===== src/hw/rtl/gtid_pkg.sv =====
// gtid_pkg: shared types and constants of the GTID list parser.
// Character codes, token classes, result status codes and queue handshake structs.
// No dependencies.
package gtid_pkg;

  localparam logic [7:0] CH_DASH  = 8'h2D;
  localparam logic [7:0] CH_COMMA = 8'h2C;
  localparam logic [7:0] CH_ZERO  = 8'h30;
  localparam logic [7:0] CH_NINE  = 8'h39;
  localparam logic [7:0] CH_SP    = 8'h20;
  localparam logic [7:0] CH_TAB   = 8'h09;
  localparam logic [7:0] CH_CR    = 8'h0D;
  localparam logic [1:0] DASHES_NEEDED = 2'd2;
  localparam logic [1:0] DASH_SAT      = 2'd3;

  typedef enum logic [2:0] {
    CLS_NONE  = 3'd0,
    CLS_SPACE = 3'd1,
    CLS_DASH  = 3'd2,
    CLS_DIGIT = 3'd3,
    CLS_COMMA = 3'd4,
    CLS_OTHER = 3'd5
  } cls_t;

  typedef enum logic [2:0] {
    ST_OK        = 3'd0,
    ST_DASHES    = 3'd1,
    ST_BAD_SEG   = 3'd2,
    ST_OVF_DOM   = 3'd3,
    ST_OVF_SRV   = 3'd4,
    ST_OVF_SEQ   = 3'd5,
    ST_END_EMPTY = 3'd6
  } status_t;

  typedef struct packed {
    cls_t       cls;
    logic [3:0] digit;
    logic       eot;
  } tok_t;

  typedef struct packed {
    logic full;
    logic valid;
  } q_stat_t;

endpackage


===== src/hw/rtl/gtid_if.sv =====
// gtid_in_if / gtid_out_if: valid/ready channels of the GTID list parser.
// Input carries one text byte per beat, output one parse result per beat.
// No dependencies.
interface gtid_in_if;
  logic       valid;
  logic       ready;
  logic [7:0] char_code;
  logic       char_present;
  logic       end_of_text;

  modport source(output valid, output char_code, output char_present,
                 output end_of_text, input ready);
  modport sink(input valid, input char_code, input char_present,
               input end_of_text, output ready);
endinterface

interface gtid_out_if;
  logic        valid;
  logic        ready;
  logic [2:0]  status;
  logic [31:0] domain_value;
  logic [31:0] server_value;
  logic [63:0] sequence_value;
  logic        last_of_set;

  modport source(output valid, output status, output domain_value,
                 output server_value, output sequence_value,
                 output last_of_set, input ready);
  modport sink(input valid, input status, input domain_value,
               input server_value, input sequence_value,
               input last_of_set, output ready);
endinterface


===== src/hw/rtl/gtid_list_parser.sv =====
// gtid_list_parser: streaming parser of comma-separated domain-server-sequence lists.
// Results are registered: a closing byte passes the queue, then the result register.
// Throughput: one input beat and one retired token per cycle while neither side stalls.
// The token queue (QDEPTH entries) lets input and output stall independently.
// Reset: synchronous, active low; clears queue, parser state and output valid.
// Depends on gtid_pkg, gtid_if, gtid_front, gtid_queue, gtid_back.
module gtid_list_parser
  import gtid_pkg::*;
#(
  parameter int QDEPTH = 2
) (
  input  logic clk,
  input  logic rst_n,
  gtid_in_if.sink    in_if,
  gtid_out_if.source out_if
);

  q_stat_t q_stat;
  logic    push, pop;
  tok_t    push_tok, q_tok;

  gtid_front u_front (
    .in_if    (in_if),
    .q_stat   (q_stat),
    .push     (push),
    .push_tok (push_tok)
  );

  gtid_queue #(.DEPTH(QDEPTH)) u_queue (
    .clk      (clk),
    .rst_n    (rst_n),
    .push     (push),
    .push_tok (push_tok),
    .pop      (pop),
    .q_tok    (q_tok),
    .q_stat   (q_stat)
  );

  gtid_back u_back (
    .clk    (clk),
    .rst_n  (rst_n),
    .q_tok  (q_tok),
    .q_stat (q_stat),
    .pop    (pop),
    .out_if (out_if)
  );

  a_pop_needs_token: assert property (@(posedge clk) disable iff (!rst_n)
    pop |-> q_stat.valid)
    else $error("token popped from empty queue");

  a_error_is_last: assert property (@(posedge clk) disable iff (!rst_n)
    (out_if.valid && out_if.status != ST_OK) |-> out_if.last_of_set)
    else $error("error result without last_of_set");

  a_error_zero_values: assert property (@(posedge clk) disable iff (!rst_n)
    (out_if.valid && out_if.status != ST_OK) |->
      (out_if.domain_value == '0 && out_if.server_value == '0 &&
       out_if.sequence_value == '0))
    else $error("non-ok result carries values");

  a_full_blocks_push: assert property (@(posedge clk) disable iff (!rst_n)
    q_stat.full |-> !push)
    else $error("push into full queue");

endmodule


===== src/hw/rtl/gtid_front.sv =====
// gtid_front: accepts input beats and classifies each byte into a token.
// Depends on gtid_pkg and gtid_in_if; feeds gtid_queue.
module gtid_front
  import gtid_pkg::*;
(
  gtid_in_if.sink in_if,
  input  q_stat_t q_stat,
  output logic    push,
  output tok_t    push_tok
);

  logic [7:0] c;

  assign c            = in_if.char_code;
  assign in_if.ready  = !q_stat.full;
  assign push         = in_if.valid && !q_stat.full;

  always_comb begin
    push_tok.digit = c[3:0];
    push_tok.eot   = in_if.end_of_text;
    if (!in_if.char_present) begin
      push_tok.cls = CLS_NONE;
    end else if (c == CH_COMMA) begin
      push_tok.cls = CLS_COMMA;
    end else if (c == CH_DASH) begin
      push_tok.cls = CLS_DASH;
    end else if (c >= CH_ZERO && c <= CH_NINE) begin
      push_tok.cls = CLS_DIGIT;
    end else if (c == CH_SP || (c >= CH_TAB && c <= CH_CR)) begin
      push_tok.cls = CLS_SPACE;
    end else begin
      push_tok.cls = CLS_OTHER;
    end
  end

endmodule


===== src/hw/rtl/gtid_queue.sv =====
// gtid_queue: small token FIFO between front and back of the GTID parser.
// Depends on gtid_pkg.
module gtid_queue
  import gtid_pkg::*;
#(
  parameter int DEPTH = 2
) (
  input  logic    clk,
  input  logic    rst_n,
  input  logic    push,
  input  tok_t    push_tok,
  input  logic    pop,
  output tok_t    q_tok,
  output q_stat_t q_stat
);

  localparam int AW = $clog2(DEPTH);
  localparam int CW = $clog2(DEPTH + 1);

  tok_t          mem_r [DEPTH];
  logic [AW-1:0] wr_ptr_r, rd_ptr_r;
  logic [CW-1:0] cnt_r;

  assign q_stat.full  = (cnt_r == CW'(DEPTH));
  assign q_stat.valid = (cnt_r != '0);
  assign q_tok        = mem_r[rd_ptr_r];

  always_ff @(posedge clk) begin
    if (push) begin
      mem_r[wr_ptr_r] <= push_tok;
    end
  end

  always_ff @(posedge clk) begin
    if (!rst_n) begin
      wr_ptr_r <= '0;
      rd_ptr_r <= '0;
      cnt_r    <= '0;
    end else begin
      if (push) begin
        wr_ptr_r <= (wr_ptr_r == AW'(DEPTH - 1)) ? '0 : wr_ptr_r + AW'(1);
      end
      if (pop) begin
        rd_ptr_r <= (rd_ptr_r == AW'(DEPTH - 1)) ? '0 : rd_ptr_r + AW'(1);
      end
      if (push && !pop) begin
        cnt_r <= cnt_r + CW'(1);
      end else if (pop && !push) begin
        cnt_r <= cnt_r - CW'(1);
      end
    end
  end

endmodule


===== src/hw/rtl/gtid_back.sv =====
// gtid_back: entry state machine, digit accumulation and result register.
// Depends on gtid_pkg and gtid_out_if; drains tokens from gtid_queue.
module gtid_back
  import gtid_pkg::*;
(
  input  logic    clk,
  input  logic    rst_n,
  input  tok_t    q_tok,
  input  q_stat_t q_stat,
  output logic    pop,
  gtid_out_if.source out_if
);

  typedef struct packed {
    logic [31:0] dom;
    logic [31:0] srv;
    logic [63:0] seq;
    logic [1:0]  dash;
    logic        has_digit;
    logic        bad;
    logic [2:0]  ovf;
    logic        started;
    logic        space_pend;
    logic        draining;
  } pst_t;

  typedef struct packed {
    status_t     st;
    logic [31:0] dom;
    logic [31:0] srv;
    logic [63:0] seq;
  } res_t;

  function automatic pst_t take_char(pst_t s, tok_t t);
    pst_t        n;
    logic [31:0] a;
    logic [35:0] v32;
    logic [67:0] v64;
    n   = s;
    a   = (s.dash == 2'd0) ? s.dom : s.srv;
    v32 = ({4'b0, a} << 3) + ({4'b0, a} << 1) + 36'(t.digit);
    v64 = ({4'b0, s.seq} << 3) + ({4'b0, s.seq} << 1) + 68'(t.digit);
    unique case (t.cls)
      CLS_SPACE: begin
        if (s.started) n.space_pend = 1'b1;
      end
      CLS_DASH, CLS_DIGIT, CLS_OTHER: begin
        n.started = 1'b1;
        if (s.space_pend) begin
          n.bad        = 1'b1;
          n.space_pend = 1'b0;
        end
        unique case (t.cls)
          CLS_DASH: begin
            if (!s.has_digit) n.bad = 1'b1;
            if (s.dash != DASH_SAT) n.dash = s.dash + 2'd1;
            n.has_digit = 1'b0;
          end
          CLS_DIGIT: begin
            n.has_digit = 1'b1;
            unique case (s.dash)
              2'd0: begin
                if (v32[35:32] != '0) n.ovf[0] = 1'b1;
                else n.dom = v32[31:0];
              end
              2'd1: begin
                if (v32[35:32] != '0) n.ovf[1] = 1'b1;
                else n.srv = v32[31:0];
              end
              2'd2: begin
                if (v64[67:64] != '0) n.ovf[2] = 1'b1;
                else n.seq = v64[63:0];
              end
              default: ;
            endcase
          end
          default: n.bad = 1'b1;
        endcase
      end
      default: ;
    endcase
    return n;
  endfunction

  function automatic res_t close_entry(pst_t s);
    res_t r;
    logic bad;
    bad = s.bad || !s.has_digit;
    r   = '0;
    priority if (!s.started)             r.st = ST_END_EMPTY;
    else if (s.dash != DASHES_NEEDED)    r.st = ST_DASHES;
    else if (bad)                        r.st = ST_BAD_SEG;
    else if (s.ovf[0])                   r.st = ST_OVF_DOM;
    else if (s.ovf[1])                   r.st = ST_OVF_SRV;
    else if (s.ovf[2])                   r.st = ST_OVF_SEQ;
    else                                 r.st = ST_OK;
    if (r.st == ST_OK) begin
      r.dom = s.dom;
      r.srv = s.srv;
      r.seq = s.seq;
    end
    return r;
  endfunction

  pst_t  s_r, s_nxt, s_upd, s_clr;
  res_t  res;
  logic  is_comma, emit, last;
  logic  out_valid_r, out_valid_nxt;
  res_t  out_res_r;
  logic  out_last_r;

  assign pop      = q_stat.valid && (!out_valid_r || out_if.ready);
  assign is_comma = (q_tok.cls == CLS_COMMA);
  assign s_upd    = take_char(s_r, q_tok);
  assign res      = close_entry(s_upd);
  assign emit     = !s_r.draining && ((is_comma && s_r.started) || q_tok.eot);
  assign last     = q_tok.eot || (res.st != ST_OK);

  always_comb begin
    s_clr          = '0;
    s_clr.draining = s_r.draining;
    priority if (s_r.draining) begin
      s_nxt = q_tok.eot ? '0 : s_r;
    end else if (emit && last) begin
      s_nxt          = '0;
      s_nxt.draining = (res.st != ST_OK) && !q_tok.eot;
    end else if (is_comma) begin
      s_nxt = s_clr;
    end else begin
      s_nxt = s_upd;
    end
  end

  assign out_valid_nxt = (pop && emit) ? 1'b1 : (out_if.ready ? 1'b0 : out_valid_r);

  always_ff @(posedge clk) begin
    if (!rst_n) begin
      s_r         <= '0;
      out_valid_r <= 1'b0;
    end else begin
      if (pop) s_r <= s_nxt;
      out_valid_r <= out_valid_nxt;
    end
  end

  always_ff @(posedge clk) begin
    if (pop && emit) begin
      out_res_r  <= res;
      out_last_r <= last;
    end
  end

  assign out_if.valid          = out_valid_r;
  assign out_if.status         = out_res_r.st;
  assign out_if.domain_value   = out_res_r.dom;
  assign out_if.server_value   = out_res_r.srv;
  assign out_if.sequence_value = out_res_r.seq;
  assign out_if.last_of_set    = out_last_r;

endmodule


===== src/flat_wrapper.sv =====
// flat-port wrapper written by rule: the top's interface ports become plain ports
module gtid_list_parser_flat import gtid_pkg::*;
#(
  parameter int QDEPTH = 2
)
  (clk, rst_n, in_if_valid, in_if_char_code, in_if_char_present, in_if_end_of_text, in_if_ready, out_if_valid, out_if_status, out_if_domain_value, out_if_server_value, out_if_sequence_value, out_if_last_of_set, out_if_ready);
  gtid_in_if in_if_i ();
  gtid_out_if out_if_i ();
  input  logic clk;
  input  logic rst_n;
  input wire logic [$bits(in_if_i.valid)-1:0] in_if_valid;
  input wire logic [$bits(in_if_i.char_code)-1:0] in_if_char_code;
  input wire logic [$bits(in_if_i.char_present)-1:0] in_if_char_present;
  input wire logic [$bits(in_if_i.end_of_text)-1:0] in_if_end_of_text;
  output wire logic [$bits(in_if_i.ready)-1:0] in_if_ready;
  output wire logic [$bits(out_if_i.valid)-1:0] out_if_valid;
  output wire logic [$bits(out_if_i.status)-1:0] out_if_status;
  output wire logic [$bits(out_if_i.domain_value)-1:0] out_if_domain_value;
  output wire logic [$bits(out_if_i.server_value)-1:0] out_if_server_value;
  output wire logic [$bits(out_if_i.sequence_value)-1:0] out_if_sequence_value;
  output wire logic [$bits(out_if_i.last_of_set)-1:0] out_if_last_of_set;
  input wire logic [$bits(out_if_i.ready)-1:0] out_if_ready;
  assign in_if_i.valid = in_if_valid;
  assign in_if_i.char_code = in_if_char_code;
  assign in_if_i.char_present = in_if_char_present;
  assign in_if_i.end_of_text = in_if_end_of_text;
  assign in_if_ready = in_if_i.ready;
  assign out_if_valid = out_if_i.valid;
  assign out_if_status = out_if_i.status;
  assign out_if_domain_value = out_if_i.domain_value;
  assign out_if_server_value = out_if_i.server_value;
  assign out_if_sequence_value = out_if_i.sequence_value;
  assign out_if_last_of_set = out_if_i.last_of_set;
  assign out_if_i.ready = out_if_ready;
  gtid_list_parser #(.QDEPTH(QDEPTH)) u_core (.clk(clk), .rst_n(rst_n), .in_if(in_if_i), .out_if(out_if_i));
endmodule

===== config.mk =====
export PLATFORM = sky130hd
export DESIGN_NAME = gtid_list_parser_flat
export DESIGN_NICKNAME = d
export VERILOG_FILES = /design/src/hw/rtl/gtid_pkg.sv /design/src/hw/rtl/gtid_if.sv /design/src/hw/rtl/gtid_list_parser.sv /design/src/hw/rtl/gtid_front.sv /design/src/hw/rtl/gtid_queue.sv /design/src/hw/rtl/gtid_back.sv /design/src/flat_wrapper.sv
export SDC_FILE = /design/constraint.sdc
export NUM_CORES = 1
export LEC_CHECK = 0
export BUFFER_PORTS_ARGS = -buffer_cell sky130_fd_sc_hd__buf_4
export CORE_MARGIN = 2
export CORE_UTILIZATION = 29
export DETAILED_ROUTE_END_ITERATION = 7
export HOLD_SLACK_MARGIN = 0.15
export SLEW_MARGIN = 10
export SYNTH_ARGS = -nofsm -noshare
export SYNTH_HDL_FRONTEND = slang
export SYNTH_SLANG_ARGS = --single-unit

===== constraint.sdc =====
create_clock -name clk -period 8.3 [get_ports clk]
set_clock_uncertainty 0.1 [all_clocks]
set_input_delay 1.245 -clock clk [delete_from_list [all_inputs] [get_ports clk]]
set_output_delay 1.245 -clock clk [all_outputs]
set_load 0.05 [all_outputs]

==> reports/summary.txt <==
share of cells above drive strength 1 -> 13.27%
CP Max Fanout -> 42
Async S/R FF share, synth -> 0%
Area Growth Syn to Fin -> 14.73%
sequential area share after synthesis -> 38.14%
synthesized area -> 19210 sq um
Max Cap Viol -> 0
die area -> 68320 sq um
Avg WL per Cell -> 18.52 um
CP required -> 8.69 ns
placed insts -> 2932
Final setup viols -> 0
total grt overflow -> 0
total track usage -> 15.85%
startpoint class of the critical path -> register
fin nets -> 2310
Post-Syn Instances -> 2030
worst vdd ir -> 182.5 uV
cell area power density -> 212.3 nW/um^2
unrepaired setup endpoints after global routing -> no
initial antenna violation count -> 1
drt via density -> 5.446
IO buf count -> 147
die width -> 261.4 um
most frequent cells after synthesis -> a21oi_1 (200), ha_1 (191), nor2_1 (150)
setup_tns -> 0 ns
headroom to the max-slew limit -> 24.47%
vias in the first global route -> 15950
Die Height -> 261.4 um
Mapped Nets -> 2239
type of the worst setup path -> register to register
largest net degree at the start of global routing -> 102
CTS Root Cell -> clkbuf_16
drt drc -> 0
status -> finished clean
Hold Vio Cnt, Final -> 0
count leader, synth -> a21oi_1
#FFs+latches synth -> 292
DRT Pass-1 Iters -> 5
Antenna Nets Post-Route -> 0
fin. max-slew vios -> 0
first-pass GRT wire length -> 88.54 mm
CP arrival -> 6.70 ns
via count -> 16280
Period minus WS final -> 6.309 ns
clock tree sinks -> 292
Synth area leader -> edfxtp_1
total power draw -> 4.680 mW
fin crit share -> 76.01%
CTS max path bufs -> 3
CP endpoint kind -> register
top_reg_cell synth -> edfxtp_1
worst min path class -> register to register
1st-iter DRT viols -> 1291
fmax -> 158.5 MHz
Final Wtd Congestion -> 0.8839
clock latency at the later pin of the worst-skew pair -> 0.59 ns
Lkg Pwr -> 8.998 nW
Netlist cell types -> 77
area share of the largest cell type after synthesis -> 23.13%
Slew @ Worst Pin -> 1.133 ns
EDFF count, synth -> 148
# rows -> 94
Core ar. -> 65630 sq um
fin cells -> 2989
H-tree depth -> 1
post_cts resized -> 0
clock slew at reported path FFs -> 0.06 ns
ranking of synthesized cells by area -> edfxtp_1 (23%), dfxtp_1 (15%), ha_1 (12%)
CTS Buf Count -> 31
number of inserted diodes -> 0
Starting Density -> 29.27%
HPWL Detailed -> 40.18 mm
synthesized area per cell -> 9.464 sq um
WL final -> 55.35 mm
Syn. warnings -> 0
IO Pins -> 148
cts hold-fix bufs -> 0
CTS tree -> built
total setup buffers inserted after CTS -> 0
-- final timing paths --
path / startpoint / endpoint / slack [ns] / cells after the start
worst min-delay path: u_core.u_back.s_r[1]$_SDFFE_PN0P_ / u_core.u_back.s_r[1]$_SDFFE_PN0P_ / 0.40 / 2
worst max-delay path: register / u_core.u_back.s_r[65]$_SDFFE_PN0P_ / 1.99 / 14
worst min register to register: u_core.u_back.s_r[1]$_SDFFE_PN0P_ / u_core.u_back.s_r[1]$_SDFFE_PN0P_ / 0.40 / 2
worst max register to register: register / u_core.u_back.s_r[65]$_SDFFE_PN0P_ / 1.99 / 14
-- final cells by class --
cell class | count | area, sq um
Inverter | 48 | 180.2
Multi-Input combinational cell | 1560 | 11190
Timing Repair Buffer | 168 | 1261
Clock inverter | 17 | 127.6
Tap cell | 864 | 1081
Fill cell | 6770 | 43590
Clock buffer | 40 | 870.8
Sequential cell | 292 | 7327
-- power breakdown --
group	total, mW	internal (mW)	switching (mW)
Combinational	1.42	0.350	1.07
Clock	1.38	0.770	0.607
Sequential	1.88	1.78	0.102
Total	4.68	2.90	1.78
-- sequential cells by signal, summed over array words and instances, names as in the netlist, 2 cells and up, named ones only --
register / flops
u_core.u_back.s_r: 137
u_core.u_back.out_if.sequence_value: 64
u_core.u_back.out_if.domain_value: 32
u_core.u_back.out_if.server_value: 32
u_core.u_queue.mem_r: 16
u_core.u_back.out_if.status: 3
u_core.u_queue.cnt_r: 2
-- stage by stage --
step	setup slack (ns)	utilization (%)	cell area [sq um]	hold WS, ns
CTS	1.953	33.58	22040	0.4018
global placement	1.995	32.06	21040	0.3696
detailed placement	1.946	32.06	21040	0.3890
global route	1.699	33.58	22040	0.4339
finish	1.991	33.58	22040	0.3997
floorplan	2.379	-	19210	0.3537
-- layer usage --
layer / GRT usage [%] / part of all wire, %
met3: 2.410 / 5.3
met5: 0 / 0.025
met2: 26.53 / 47
met1: 21.50 / 46
met4: 3.535 / 2.1
-- worst max-delay path, stage by stage (launching register included) --
cell       delay, ns
dfxtp_1         0.58
mux2i_1         0.55
fa_1            0.54
fa_1            0.47
and2b_1         0.23
o211ai_1        0.13
a211o_1         0.35
a311oi_2        0.46
o2111ai_1       0.27
a2111oi_1       0.57
a21oi_1         0.19
a2111oi_1       0.78
a21oi_4         0.28
buf_4           0.38
a22o_1          0.29
-- kinds of logic after synthesis --
| kind of cell | count (synthesis) | synth area share (%) |
|---|---|---|
| fa+ha+maj | 195 | 12.86 |
| compound gates | 656 | 22.42 |
| xor+xnor | 82 | 3.738 |
| mux | 109 | 5.927 |
| simple gates | 518 | 12.99 |
| flops | 292 | 38.14 |
| buf+inv | 178 | 3.921 |
-- cells in the final DEF, fill, tap and decap left out, types with 71 or more instances in the layout --
cell type / n
ha_1: 191
a22o_1: 124
edfxtp_1: 148
buf_4: 168
nor2_1: 147
a21oi_1: 200
nand3_1: 87
dfxtp_1: 144
mux2i_1: 71
nand2_1: 116
o21ai_0: 135
No activity file was read; power rests on OpenSTA's default activity.
